## config.mk

```make
export PLATFORM = sky130hd
export DESIGN_NAME = dcpr_fifo
export DESIGN_NICKNAME = d
export VERILOG_FILES = /design/src/dcpr_pkg.sv /design/src/dcpr_fifo.sv
export SDC_FILE = /design/constraint.sdc
export NUM_CORES = 1
export LEC_CHECK = 0
export ABC_AREA = 1
export BUFFER_PORTS_ARGS = -buffer_cell sky130_fd_sc_hd__buf_2
export CORE_UTILIZATION = 44
export CTS_CLUSTER_DIAMETER = 80
export DETAILED_ROUTE_END_ITERATION = 6
export PLACE_DENSITY_LB_ADDON = 0.08
export SLEW_MARGIN = 15
export SYNTH_ARGS = -nofsm -noshare
export SYNTH_HDL_FRONTEND = slang
export SYNTH_SLANG_ARGS = --single-unit
```

## constraint.sdc

```tcl
create_clock -name clk -period 1.2 [get_ports clk]
set_input_delay 0.06 -clock clk [delete_from_list [all_inputs] [get_ports clk]]
set_output_delay 0.06 -clock clk [all_outputs]
set_load 0.1 [all_outputs]
```

## src/dcpr_pkg.sv

```systemverilog
`timescale 1ns / 1ps
// ----------------------------------------------------------------------------
// dcpr_pkg
// Shared constants, codes and types of the delay calibration phase rotator.
// ----------------------------------------------------------------------------
package dcpr_pkg;

    localparam int DEF_MAX_SLOTS      = 64;
    localparam int DEF_MAX_ANTENNAS   = 16;
    localparam int DEF_MAX_BANDS      = 16;
    localparam int DEF_SAMPLE_BITS    = 16;
    localparam int DEF_PHASE_LUT_BITS = 10;

    localparam int CFG_IDX_W  = 3;
    localparam int CFG_DATA_W = 32;

    localparam logic [1:0] OP_LOAD_TIME  = 2'd0;
    localparam logic [1:0] OP_LOAD_DELAY = 2'd1;
    localparam logic [1:0] OP_CORRECT    = 2'd2;
    localparam logic [1:0] OP_NONE       = 2'd3;

    localparam logic [CFG_IDX_W-1:0] REG_SLOT_COUNT   = 3'd0;
    localparam logic [CFG_IDX_W-1:0] REG_POL_COUNT    = 3'd1;
    localparam logic [CFG_IDX_W-1:0] REG_FIRST_POL    = 3'd2;
    localparam logic [CFG_IDX_W-1:0] REG_CHAN_SPACING = 3'd3;

    localparam logic [16:0] ONE_Q16 = 17'h10000;
    localparam longint unsigned TWO_PI_Q30 = 64'd6746518852;

    typedef enum logic [1:0] {
        KIND_TIME,
        KIND_DELAY,
        KIND_CORRECT,
        KIND_PASS
    } kind_t;

    typedef struct packed {
        kind_t       kind;
        logic [5:0]  slot;
        logic [3:0]  ant_a;
        logic [3:0]  ant_b;
        logic [5:0]  band_a;
        logic [5:0]  band_b;
        logic        ok_a;
        logic        ok_b;
        logic [47:0] time_stamp;
        logic [31:0] delay_value;
        logic [15:0] channel;
    } cmd_t;

    typedef struct packed {
        logic [6:0]  slot_count;
        logic [1:0]  pol_count;
        logic [7:0]  first_pol_code;
        logic [31:0] chan_spacing;
    } cfg_t;

endpackage

```

## src/dcpr_fifo.sv

```systemverilog
`timescale 1ns / 1ps
// ----------------------------------------------------------------------------
// dcpr_fifo
// Two-entry command queue between the front and the back end.
// ----------------------------------------------------------------------------
module dcpr_fifo
    import dcpr_pkg::*;
#(
    parameter int WIDTH = 8
)
(
    input  logic             clk,
    input  logic             rst_n,
    input  logic             push,
    input  logic [WIDTH-1:0] wdata,
    input  logic             pop,
    output logic [WIDTH-1:0] rdata,
    output logic             full,
    output logic             empty
);

    logic [WIDTH-1:0] mem_reg [2];
    logic             wr_ptr_reg;
    logic             rd_ptr_reg;
    logic [1:0]       count_reg;

    assign rdata = mem_reg[rd_ptr_reg];
    assign full  = count_reg == 2'd2;
    assign empty = count_reg == 2'd0;

    always_ff @(posedge clk or negedge rst_n)
    begin
        if (!rst_n)
        begin
            wr_ptr_reg <= 1'b0;
            rd_ptr_reg <= 1'b0;
            count_reg  <= 2'd0;
        end
        else
        begin
            if (push)
            begin
                mem_reg[wr_ptr_reg] <= wdata;
                wr_ptr_reg          <= !wr_ptr_reg;
            end
            if (pop)
                rd_ptr_reg <= !rd_ptr_reg;
            if (push && !pop)
                count_reg <= count_reg + 2'd1;
            else if (pop && !push)
                count_reg <= count_reg - 2'd1;
        end
    end

endmodule

```

==> summary.txt <==
Run status
  • Status: finished, violations left
  • Failing checks: setup timing

Timing
  • Crit path time final: 1400 ps
  • RSZ-0062 raised after global routing: true
  • Fmax: 0.716 GHz
  • Slew margin rel.: 90.1%
  • Worst slew pin tran: 148 ps
  • Final Worst Setup Slack: -196 ps
  • Clock skew: 10.3 ps
  • Hold Fails Final Rpt: 0
  • Setup violators final: 8
  • Pins Over Slew Limit: 0
  • Period utilization: 116%

Clock network
  • CTS clk-pin slew, worst paths: 110 ps
  • TritonCTS clock tree: built
  • Clk buf depth: 2
  • CTS Sinks: 20
  • CTS H-tree lvls: 1
  • Clk root buf: clkbuf_4
  • Worst-skew pair later-pin latency: 300 ps
  • Cts bufs inserted: 3

Global route
  • Total grt overflow: 0
  • Number of global-route vias before repair: 536
  • First-pass GRT wire length: 2.29 mm
  • Initial antenna violation count: 0
  • Largest net degree at the start of global routing: 12
  • GRT Overall Usage: 16.4%

Yosys
  • Post-Syn Area: 818 µm²
  • Warnings, synthesis: 0
  • Synth area leaders: edfxtp_1, mux2_4, dfrtp_1, inv_1, nand2_1
  • Cell taking the most area after synthesis: edfxtp_1
  • Sequential-to-total area share from yosys stat: 70.9%
  • Library cells used by synthesis: 12
  • Syn nets: 63
  • Gate Count Post-Synth: 50
  • Area share of the largest cell type after synthesis: 58.7%
  • Syn_area_per_cell: 16.4 µm²
  • Yosys reg bits: 20

Floorplan
  • Core area: 1730 µm²
  • DIE WIDTH: 45.1 µm
  • Initial Utilization: 47.4%
  • FP Rows: 15
  • Die area: 2040 µm²
  • Die H: 45.1 µm
  • I/O pin count: 22

Pwr
  • PD cells: 2690 nW/µm²
  • VDD IR max: 0.00297 V
  • Leak: 0.000570 µW
  • Tot Pwr: 3530 µW

Cells and area
  • Layout cells sized above 1: 47.3%
  • Max reg flops: 16
  • N_diodes: 0
  • Final Util: 75.9%
  • Area Growth Syn to Fin: 60.1%
  • Fin nets: 107

Routing
  • Per-cell routed wire length: 12.2 µm
  • Routed WL: 1.44 mm
  • Vias per Instance: 4.51
  • Final ANT Viol Nets: 0
  • Initial DRT Pass Iterations: 4
  • Via count of the routed design: 532
  • DRC viols: 0
  • DRT iter0 DRCs: 17

Critical path
  • CP max FO: 5
  • Critical path origin: rd_ptr_reg
  • Slowest CP cell: dfrtp_2
  • CP peak stage delay: 430 ps
  • Worst path arrival time: 1340 ps
  • Cell chain of the critical path: buf_6, mux2_4, buf_12
  • R2r startpoint: wr_ptr_reg
  • CP Data Required Time: 1140 ps
  • Critical path class: register to output port
  • Crit end category: output port
  • Crit start category: register

Place
  • Detailed Place HPWL: 912 µm
  • Final GP Congestion: 0.613
  • Port bufs: 21

Min path
  • Hold Path Class: primary input to async pin

Job
  • Number of max-cap violations: 0
[Yosys cell counts]
cell and count:
buf_6 1, dfrtp_1 4, edfxtp_1 16, ha_1 1, inv_1 6, mux2_4 8, nand2_1 5, nand3_1 1
nand4_1 1, nor2_1 4, xnor2_1 1, xor2_1 2
[repair_timing]
action                                  4_1_cts  5_1_grt
resized for setup                             4        2
setup buffers                                 3        1
hold buffers                                 11        0
hold endpoints to repair                     22        0
endpoints found under the setup margin        8       10
[placed cells by master (no fill, tap or decap), types with 3 or more instances in the layout]
cell type,synthesis,routed
buf_12,0,10
mux2_4,8,8
buf_4,0,6
buf_2,0,11
dlygate4sd3_1,0,11
nand2_1,5,5
inv_1,6,6
clkbuf_4,0,3
edfxtp_1,16,16
[through the flow]
stage	area, µm²	worst slack, ps	cells	hold slack, ps	TNS (ps)
6_report	1310	-196	118	84.2	-1500
5_1_grt	1310	-244	118	84.0	-1940
4_1_cts	1300	-195	117	90.0	-1520
3_5_place_dp	1130	-40.2	99	-124	-288
3_3_place_gp	1130	-29.2	99	-122	-200
2_1_floorplan	823	-97.2	50	-236	-174
[power by group]
| part | leakage (µW) | switching (µW) | internal (µW) |
|---|---|---|---|
| logic | 0.000363 | 1320 | 895 |
| clock network | 0.0000150 | 194 | 129 |
| registers | 0.000192 | 96.1 | 892 |
| total | 0.000570 | 1610 | 1920 |
[routing by layer]
metal / global-route usage, % / up-vias / routed length [µm] / share of wire (%)
met5: 0 / - / 0 / 0
met2: 29.9 / 18 / 767 / 53
met3: 3.60 / 2 / 54 / 3.8
met1: 19.7 / 251 / 608 / 42
met4: 3.64 / 0 / 8 / 0.56
li1: - / 261 / - / -
[cells by family after synthesis]
group / Yosys count / synth area share [%]
adder cells (fa/ha/maj): 1 / 1.53
buffers and inverters: 7 / 4.13
multiplexers: 8 / 14.7
flip-flops: 20 / 70.9
XOR/XNOR: 3 / 3.21
AND/OR/NAND/NOR: 11 / 5.50
[area by class of cell]
class | instances | area (µm²)
Inverter | 6 | 22.5
Tap cell | 25 | 31.3
Multi-Input combinational cell | 23 | 214
Sequential cell | 20 | 583
Fill cell | 117 | 417
Clock buffer | 4 | 26.3
Timing Repair Buffer | 40 | 433
[worst max-delay path, delay by kind of cell (launching register included)]
kind	cells	cell delay (ps)
buffers and inverters	2	310
flip-flops	1	430
multiplexers	1	310
[worst paths after layout]
kind / to / slack, ps / depth (start not counted)
max: rdata[1] / -200 / 3
min: wr_ptr_reg / 80 / 2
max reg2reg: mem_reg[1][5] / 140 / 3
min reg2reg: wr_ptr_reg / 510 / 1
max in group asynchronous: rd_ptr_reg / 970 / 2
min in group clk: mem_reg[1][1] / 480 / 2
(Power assumes the default switching activity.)
