<file path="config.mk">
export PLATFORM = sky130hd
export DESIGN_NAME = dcpr_front
export DESIGN_NICKNAME = d
export VERILOG_FILES = /design/src/dcpr_pkg.sv /design/src/dcpr_front.sv
export SDC_FILE = /design/constraint.sdc
export NUM_CORES = 1
export LEC_CHECK = 0
export BUFFER_PORTS_ARGS = -buffer_cell sky130_fd_sc_hd__buf_2
export CORE_AREA = 2 2 122 124
export DETAILED_ROUTE_END_ITERATION = 8
export DIE_AREA = 0 0 124 126
export GPL_TIMING_DRIVEN = 0
export SYNTH_ARGS = -nofsm -noshare
export SYNTH_HDL_FRONTEND = slang
export SYNTH_SLANG_ARGS = --single-unit
</file>
<file path="constraint.sdc">
create_clock -name vclk -period 5.2
set_input_delay 1.3 -clock vclk [all_inputs]
set_output_delay 1.3 -clock vclk [all_outputs]
set_load 0.005 [all_outputs]
</file>
<file path="src/dcpr_pkg.sv">
`timescale 1ns / 1ps
// ----------------------------------------------------------------------------
// dcpr_pkg
// Shared constants, codes and types of the delay calibration phase rotator.
// ----------------------------------------------------------------------------
package dcpr_pkg;

    localparam int DEF_MAX_SLOTS      = 64;
    localparam int DEF_MAX_ANTENNAS   = 16;
    localparam int DEF_MAX_BANDS      = 16;
    localparam int DEF_SAMPLE_BITS    = 16;
    localparam int DEF_PHASE_LUT_BITS = 10;

    localparam int CFG_IDX_W  = 3;
    localparam int CFG_DATA_W = 32;

    localparam logic [1:0] OP_LOAD_TIME  = 2'd0;
    localparam logic [1:0] OP_LOAD_DELAY = 2'd1;
    localparam logic [1:0] OP_CORRECT    = 2'd2;
    localparam logic [1:0] OP_NONE       = 2'd3;

    localparam logic [CFG_IDX_W-1:0] REG_SLOT_COUNT   = 3'd0;
    localparam logic [CFG_IDX_W-1:0] REG_POL_COUNT    = 3'd1;
    localparam logic [CFG_IDX_W-1:0] REG_FIRST_POL    = 3'd2;
    localparam logic [CFG_IDX_W-1:0] REG_CHAN_SPACING = 3'd3;

    localparam logic [16:0] ONE_Q16 = 17'h10000;
    localparam longint unsigned TWO_PI_Q30 = 64'd6746518852;

    typedef enum logic [1:0] {
        KIND_TIME,
        KIND_DELAY,
        KIND_CORRECT,
        KIND_PASS
    } kind_t;

    typedef struct packed {
        kind_t       kind;
        logic [5:0]  slot;
        logic [3:0]  ant_a;
        logic [3:0]  ant_b;
        logic [5:0]  band_a;
        logic [5:0]  band_b;
        logic        ok_a;
        logic        ok_b;
        logic [47:0] time_stamp;
        logic [31:0] delay_value;
        logic [15:0] channel;
    } cmd_t;

    typedef struct packed {
        logic [6:0]  slot_count;
        logic [1:0]  pol_count;
        logic [7:0]  first_pol_code;
        logic [31:0] chan_spacing;
    } cfg_t;

endpackage

</file>
<file path="src/dcpr_front.sv">
`timescale 1ns / 1ps
// ----------------------------------------------------------------------------
// dcpr_front
// Accepts input items, forms band indexes and range checks, and sorts each
// item into a command for the back end. Items with nothing to do are dropped.
// ----------------------------------------------------------------------------
module dcpr_front
    import dcpr_pkg::*;
#(
    parameter int MAX_SLOTS    = DEF_MAX_SLOTS,
    parameter int MAX_ANTENNAS = DEF_MAX_ANTENNAS,
    parameter int MAX_BANDS    = DEF_MAX_BANDS
)
(
    input  logic        in_valid,
    output logic        in_stall,
    input  logic [1:0]  operation,
    input  logic [5:0]  slot,
    input  logic [3:0]  antenna_a,
    input  logic [3:0]  antenna_b,
    input  logic [7:0]  pol_a,
    input  logic [7:0]  pol_b,
    input  logic [3:0]  freq_index,
    input  logic [47:0] time_stamp,
    input  logic [31:0] delay_value,
    input  logic [15:0] channel,
    input  cfg_t        cfg,
    input  logic        q_full,
    output logic        push,
    output cmd_t        cmd
);

    logic [1:0] pc;
    logic       keep;
    logic       slot_ok;

    function automatic logic [5:0] band_of(input logic [3:0] f, input logic [1:0] p,
                                           input logic [7:0] pol, input logic [7:0] first);
        logic [5:0] base;
        base = (p == 2'd2) ? {1'b0, f, 1'b0} : {2'b00, f};
        return base + {5'd0, (pol != first)};
    endfunction

    always_comb
    begin
        if (cfg.pol_count == 2'd0)
            pc = 2'd1;
        else if (cfg.pol_count == 2'd3)
            pc = 2'd2;
        else
            pc = cfg.pol_count;

        cmd.slot        = slot;
        cmd.ant_a       = antenna_a;
        cmd.ant_b       = antenna_b;
        cmd.band_a      = band_of(freq_index, pc, pol_a, cfg.first_pol_code);
        cmd.band_b      = band_of(freq_index, pc, pol_b, cfg.first_pol_code);
        cmd.ok_a        = (32'(antenna_a) < 32'(MAX_ANTENNAS)) &&
                          (32'(cmd.band_a) < 32'(MAX_BANDS));
        cmd.ok_b        = (32'(antenna_b) < 32'(MAX_ANTENNAS)) &&
                          (32'(cmd.band_b) < 32'(MAX_BANDS));
        cmd.time_stamp  = time_stamp;
        cmd.delay_value = delay_value;
        cmd.channel     = channel;
        slot_ok         = 32'(slot) < 32'(MAX_SLOTS);

        case (operation)
            OP_LOAD_TIME:
            begin
                cmd.kind = KIND_TIME;
                keep     = slot_ok;
            end
            OP_LOAD_DELAY:
            begin
                cmd.kind = KIND_DELAY;
                keep     = slot_ok && cmd.ok_a;
            end
            OP_CORRECT:
            begin
                cmd.kind = (antenna_a == antenna_b && pol_a == pol_b) ? KIND_PASS
                                                                      : KIND_CORRECT;
                keep     = 1'b1;
            end
            default:
            begin
                cmd.kind = KIND_TIME;
                keep     = 1'b0;
            end
        endcase
    end

    assign in_stall = q_full;
    assign push     = in_valid && !q_full && keep;

endmodule

</file>
==> results of run 1 <==
[power by group through the flow]
stage | clock (uW) | combinational (uW) | sequential [uW]
2_1_floorplan | 0 | 110 | 0
3_3_place_gp | 0 | 199 | 0
3_5_place_dp | 0 | 201 | 0
4_1_cts | 0 | 201 | 0
5_1_grt | 0 | 218 | 0
6_report | 0 | 196 | 0
[cells in the final DEF (no fill, tap or decap), drive strengths merged]
cell type / count
nor3: 2
a21oi: 2
mux2i: 3
nor3b: 1
nand3b: 1
ha: 9
and2: 1
nand2: 11
nand4: 2
nor2: 1
buf: 279
inv: 4
clkbuf: 1
o21a: 1
a31o: 3
o21ai: 5
xor2: 25
a31oi: 3
xnor2: 7
nor4: 6
nand3: 1
nor2b: 1
[area by class of cell]
cell class | count | area, um2
Fill cell | 1641 | 11720
Buffer | 113 | 858.3
Timing Repair Buffer | 167 | 835.8
Multi-Input combinational cell | 85 | 656.9
Tap cell | 184 | 230.2
Inverter | 4 | 15.01
[path summary, 6_finish.rpt]
check,start,endpoint,slack [ns]
worst min-delay path,slot[0],cmd[118],2.76
worst max-delay path,cfg[35],push,0.68
[through the flow]
step | setup WS, ns | utilization, % | instances | power (uW)
floorplan | 1.174 | - | 202 | 110.3
CTS | 0.6000 | 18.14 | 553 | 201.5
global route | 0.5013 | 18.14 | 553 | 217.8
global placement | 0.6143 | 18.14 | 553 | 199.4
detailed placement | 0.6031 | 18.14 | 553 | 200.8
finish | 0.6807 | 18.14 | 553 | 195.8
[layer usage]
metal  vias up  global-route usage, %  share of wire (%)
met5         -                      0                  0
met4         0                      0                  0
met1       757                  7.287                 34
met2       135                  12.93                 55
li1        876                      -                  -
met3         0                 0.8152                 11
[critical path: cells and delay by family]
| family | cells | cell delay, ns |
|---|---|---|
| xor gates and xnor gates | 1 | 0.18 |
| AOI/OAI and AO/OA | 3 | 0.51 |
| buffers and inverters | 2 | 0.24 |
| adders and majority gates | 2 | 0.59 |
| and+or+nand+nor | 2 | 0.40 |
[logic make-up after synthesis]
logic type	share of synthesized area, %
mux	1.962
buf+inv	57.07
fa+ha+maj	7.359
compound gates	6.132
simple gates	9.158
xor+xnor	18.32
==> impl_metrics.yaml, run 1 <==
routing:
  totalWireLength_um: 5948
  wl_per_cell_um: 10.76
  drt_iter0_drc: 16
  viasPerCell: 3.197
  ant_nets: 0
  drc_errors: 0
  num_vias: 1768
  firstDrtPassIters: 4
synth:
  synth_cell_types: 26
  synth.most_common_cell: "buf_4"
  syn_inst: 202
  synth_top_area_share_pct: 54.46
  synth_largest_area_cell: "buf_4"
  synthesis.nets: 394
  syn_area_per_cell_um2: 7.575
  seq_area_frac_synth_pct: 0
  synth_area_mm2: 0.001530
  ys_top_cells_by_count: "buf_4, xor2_1, nand2_1, ha_1, xnor2_1"
  synth_area_leaders: "buf_4, xor2_1, ha_1, xnor2_1, nand2_1"
  ys_warn_count: 0
finish:
  fin_area_mm2: 0.002596
  seq_area_um2: 0
  nFlopsAndLatches: 0
  finalNetCount: 563
  final_layout_size_suffix_gt1_share_pct: 76.96
  nClkBuffers: 0
  antennaDiodeCount: 0
  synthToLayoutAreaGrowth_pct: 69.66
place:
  place_hpwl_um: 5677
  place_area_mm2: 0.002596
  place_congestion: 0.7545
  portBuffers: 167
grt:
  track_usage_pct: 6.353
  grt_max_degree: 11
  grt_pass1_vias: 1535
  gr-total-overflow: 0
  grt_pass1_wl_um: 7783
  antenna_found_initial: 0
sta:
  min_period_ns: 4.519
  max-slew-margin-rel_pct: 76.58
  whs_ns: 2.765
  worst_slew_pin_slew_ns: 0.3481
  tns_ns: 0
  finalHoldViolCount: 0
  rsz0062_at_grt: "no"
  timing.final.crit_share_pct: 86.91
  setup_viol: 0
  max_freq_mhz: 221.3
  slew_violations: 0
power:
  clkPwrFrac_pct: 0
  power_frac_comb_pct: 100.0
  seqPwrFrac_pct: 0
  power_switching_uw: 75.88
  power.density_mw_per_mm2: 75.41
  leakagePower_uw: 0.001496
  max-vdd-ir-drop_v: 0.00002159
  internal_power_uw: 119.9
  swShare_pct: 38.76
critical_path:
  worstPathMaxFanout: 5
  critical_path_arrival_ns: 3.22
  worst_ep_required_time_ns: 3.90
  cpPeakStageDelay_ns: 0.31
  worstSetupEndpointType: "output port"
  critPathSlowestCell: "ha_1"
  start_kind: "input pin"
  path_cells: "buf_2 -> xor2_1 -> nor4_1 -> nand2_1 -> ha_1 -> ha_1 -> a31oi_1 -> a31oi_2 -> a31o_1 -> buf_2"
  crit_type: "in2out"
worst_hold_path:
  min_path_cells: 2
  hp-class: "in2out"
die:
  rows: 44
  fp.dieH_um: 126
  fp.coreArea_mm2: 0.01431
  die_area_mm2: 0.01562
  ios: 311
  start_util_pct: 10.69
  die_w_um: 124
clock_tree:
  hold_buffers: 0
  cts_resized: 0
  postCtsSetupRepairBufs: 0
status:
  status: "complete, no violations"
run:
  cap_violations: 0
No activity file was read; power rests on OpenSTA's default activity.
==> inputs of run 2 (changes only) <==
Settings changed: RECOVER_POWER set to 25.
==> run 2 against run 1 <==
  * Worst setup slack hardly changed
  * Largest power group unchanged
  * Design area stayed put
  * Sequential share of layout area stayed put
  * Global-route usage stayed put
  * Non-clock buffer count stayed put
  * Clock-buffer cell count stayed put
==> impl_metrics.yaml, run 2 (synthesis results as in run 1) <==
status:
  status: "complete, no violations"
worst_hold_path:
  min_from: "time_stamp[6]"
  hp-class: "in2out"
  min_path_cells: 2
routing:
  drc_errors: 0
  num_vias: 1771
  ant_nets: 0
  drt_iter0_drc: 28
  wl_per_cell_um: 10.71
  viasPerCell: 3.203
  firstDrtPassIters: 4
  totalWireLength_um: 5920
power:
  max-vdd-ir-drop_v: 0.00002138
  power.density_mw_per_mm2: 74.92
  leakagePower_uw: 0.001490
sta:
  setup_viol: 0
  tns_ns: 0
  rsz0062_at_grt: "no"
  whs_ns: 2.766
  timing.final.crit_share_pct: 86.91
  max_freq_mhz: 221.3
  max-slew-margin-rel_pct: 76.58
  min_period_ns: 4.519
  worst_slew_pin_slew_ns: 0.3481
  slew_violations: 0
  finalHoldViolCount: 0
place:
  place_area_mm2: 0.002596
  portBuffers: 167
  place_hpwl_um: 5677
  place_congestion: 0.7545
critical_path:
  cp-startpoint: "cfg[35]"
  crit_type: "in2out"
  critical_path_arrival_ns: 3.22
  worst_ep_required_time_ns: 3.90
  start_kind: "input pin"
  critPathCapture: "push"
  worstPathMaxFanout: 5
  worstSetupEndpointType: "output port"
die:
  fp.dieH_um: 126
  die_area_mm2: 0.01562
  fp.coreArea_mm2: 0.01431
  start_util_pct: 10.69
  die_w_um: 124
  rows: 44
  ios: 311
finish:
  layout_commonest_cell: "buf_2"
  finalNetCount: 563
  seq_area_um2: 0
  nFlopsAndLatches: 0
  nClkBuffers: 0
  final_layout_size_suffix_gt1_share_pct: 76.96
  multi_input_area_um2: 656.9
  final_cell_mix: "buf_2, buf_4, clkbuf_4"
  fin_area_mm2: 0.002596
  antennaDiodeCount: 0
  synthToLayoutAreaGrowth_pct: 69.66
  nFillCells: 1641
grt:
  track_usage_pct: 6.353
  grt_max_degree: 11
  gr-total-overflow: 0
  grt_pass1_wl_um: 7783
  grt_pass1_vias: 1535
  antenna_found_initial: 0
clock_tree:
  cts_resized: 0
  postCtsSetupRepairBufs: 0
  hold_buffers: 0
run:
  cap_violations: 0
[run 2: cell count changes in the layout (fill, tap and decap cells not counted)]
cell      delta
clkbuf_4    +32
buf_4       -32
[run 2: cell type report]
| class | instances | area share (%) |
|---|---|---|
| inverters | 4 | 0.5783 |
| well taps | 184 | 8.867 |
| plain buffers | 113 | 33.06 |
| repair buffers | 167 | 32.19 |
| multi-input cells | 85 | 25.30 |
[run 2: worst min path at each step]
stage | end | slack (ns)
floorplan | cmd[0] | 2.68
global placement | cmd[61] | 2.77
detailed placement | cmd[118] | 2.77
CTS | cmd[118] | 2.77
global route | cmd[82] | 2.78
finish | cmd[54] | 2.77
[run 2: power by group]
group | switching, uW | internal, uW | total (uW)
clock | 0 | 0 | 0
sequential | 0 | 0 | 0
combinational | 75.9 | 119 | 195
[run 2: metrics by stage]
step	cells	util [%]	worst slack, ns	power (uW)
2_1_floorplan	202	-	1.174	110.3
5_1_grt	553	18.14	0.5013	216.5
3_3_place_gp	553	18.14	0.6143	199.4
6_report	553	18.14	0.6807	194.5
4_1_cts	553	18.14	0.6000	201.5
3_5_place_dp	553	18.14	0.6031	200.8
[run 2: critical path, cell delays in order]
cell and delay [ns]:
buf_2 0.12, xor2_1 0.18, nor4_1 0.29, nand2_1 0.11, ha_1 0.28, ha_1 0.31, a31oi_1 0.19, a31oi_2 0.09
a31o_1 0.23, buf_2 0.12
[run 2: per-layer routing]
metal	vias to the layer above	wire length, um	GRT usage (%)	part of all wire [%]
li1	876	-	-	-
met2	135	3236	12.93	55
met4	0	0	0	0
met5	-	0	0	0
met1	760	2042	7.287	34
met3	0	641	0.8152	11
==> inputs of run 3 (changes only) <==
Settings changed: ABC_AREA set to 1, CORE_AREA 2 2 122 124 to 2 2 120 122, DIE_AREA 0 0 124 126 to 0 0 122 124.
==> run 3 against run 2 <==
  * Fmax rose by 0.95%
  * Design area rose by 1.7%
  * Sequential share of layout area did not move
  * Critical endpoint unchanged
  * Die area fell by 3.2%
==> impl_metrics.yaml, run 3 <==
synth:
  synth-compound-area-share_pct: 4.306
  synth_cell_types: 25
  synth_area_leaders: "buf_4, xor2_1, ha_1, nand2_1, inv_1"
  synth_area_mm2: 0.001569
  syn_area_per_cell_um2: 6.852
  synth_largest_area_cell: "buf_4"
  synthesis.nets: 421
  synth_xor_area_share_pct: 13.40
  synth_top_family_by_area: "buffers and inverters"
  ys_warn_count: 0
  syn_inst: 229
  seq_area_frac_synth_pct: 0
  synth.most_common_cell: "buf_4"
  synth_top_area_share_pct: 53.11
  muxShareOfSynthArea_pct: 0
  synth_fa_ha_area_share_pct: 7.177
  synthSimpleGateAreaFrac_pct: 17.46
  ys_top_cells_by_count: "buf_4, nand2_1, xor2_1, inv_1, nor2_1"
grt:
  antenna_found_initial: 1
  gr-total-overflow: 0
  track_usage_pct: 6.303
  grt_pass1_vias: 1526
  grt_max_degree: 9
  grt_pass1_wl_um: 7396
critical_path:
  worstPathMaxFanout: 3
  path_cells: "buf_2 -> or2_2 -> a21oi_1 -> nand4_1 -> ha_1 -> ha_1 -> nand3_1 -> nand2_1 -> nand2_2 -> nand3_2 -> a21oi_2 -> buf_2"
  crit_buf_inv: 2
  cpPeakStageDelay_ns: 0.30
  start_kind: "input pin"
  critPathSlowestCell: "ha_1"
  worst_ep_required_time_ns: 3.90
  critical_path_arrival_ns: 3.18
  critical-path-top-delay-family: "simple AND/OR/NAND/NOR gates"
  worstSetupEndpointType: "output port"
  crit_type: "in2out"
routing:
  ant_nets: 0
  wl_met2_um: 3310
  wl_per_cell_um: 10.04
  firstDrtPassIters: 4
  viasPerCell: 3.149
  drt_iter0_drc: 18
  wl_met3_um: 638
  drc_errors: 0
  totalWireLength_um: 5801
  wl_met1_um: 1839
  highest_layer: "met5"
  num_vias: 1820
finish:
  antennaDiodeCount: 0
  seq_area_um2: 0
  fin_area_mm2: 0.002640
  nClkBuffers: 0
  finalNetCount: 592
  final_layout_size_suffix_gt1_share_pct: 73.62
  nFlopsAndLatches: 0
  layout_commonest_cell: "buf_2"
  final_cell_mix: "buf_2, buf_4, clkbuf_4"
  synthToLayoutAreaGrowth_pct: 68.26
die:
  start_util_pct: 11.44
  die_area_mm2: 0.01513
  fp.dieH_um: 124
  fp.coreArea_mm2: 0.01372
  die_w_um: 122
  ios: 311
  rows: 43
sta:
  timing.final.crit_share_pct: 86.10
  worst_slew_pin_slew_ns: 0.4279
  min_period_ns: 4.477
  worst_slack_ns: 0.7231
  max-slew-margin-rel_pct: 71.21
  slew_violations: 0
  rsz0062_at_grt: "no"
  max_freq_mhz: 223.4
  finalHoldViolCount: 0
  tns_ns: 0
  setup_viol: 0
run:
  cap_violations: 0
power:
  max-vdd-ir-drop_v: 0.00002512
  leakagePower_uw: 0.001596
  total_power_uw: 192.2
  power.density_mw_per_mm2: 72.82
place:
  portBuffers: 169
  place_hpwl_um: 5635
  place_area_mm2: 0.002640
  place_congestion: 0.7366
  preCtsSetupSlack_ns: 0.6423
clock_tree:
  postCtsSetupRepairBufs: 0
  hold_buffers: 0
  cts_resized: 0
status:
  status: "complete, no violations"
worst_hold_path:
  hp-class: "in2out"
==> run 3: cells by family (layout without fill, tap and decap cells) <==
kind of cell | Yosys count | in the layout
and+or+nand+nor | 56 | 56
xor gates and xnor gates | 24 | 24
AOI/OAI and AO/OA | 10 | 10
adders and majority gates | 9 | 9
buffers and inverters | 130 | 299
==> run 3: layer usage <==
| layer | GRT usage, % | vias to the layer above |
|---|---|---|
| li1 | - | 931 |
| met1 | 6.305 | 745 |
| met2 | 14.18 | 140 |
| met3 | 0.8242 | 2 |
| met4 | 0 | 2 |
| met5 | 0 | - |
==> run 3: final cells by class <==
class / count / area, um2
fill: 1554 / 11080
timing repair buffer: 169 / 845.8
buffer: 111 / 833.3
multi-input combinational: 99 / 664.4
tap: 180 / 225.2
inverter: 19 / 71.32
==> run 3: worst paths after layout <==
path | startpoint | endpoint | slack, ns | cells past startpoint
worst max-delay path | cfg[33] | push | 0.72 | 12
worst min-delay path | slot[1] | cmd[119] | 2.77 | 2
==> run 3: per-stage QoR <==
step | std cells | hold slack, ns | utilization, %
finish | 578 | 2.766 | 19.24
detailed placement | 578 | 2.766 | 19.24
global route | 578 | 2.776 | 19.24
global placement | 578 | 2.766 | 19.24
CTS | 578 | 2.766 | 19.24
floorplan | 229 | 2.681 | -
==> run 3: power by group <==
part | leakage [uW] | switching, uW | internal, uW
clock network | 0 | 0 | 0
registers | 0 | 0 | 0
logic | 0.00160 | 76.2 | 116
total | 0.00160 | 76.2 | 116
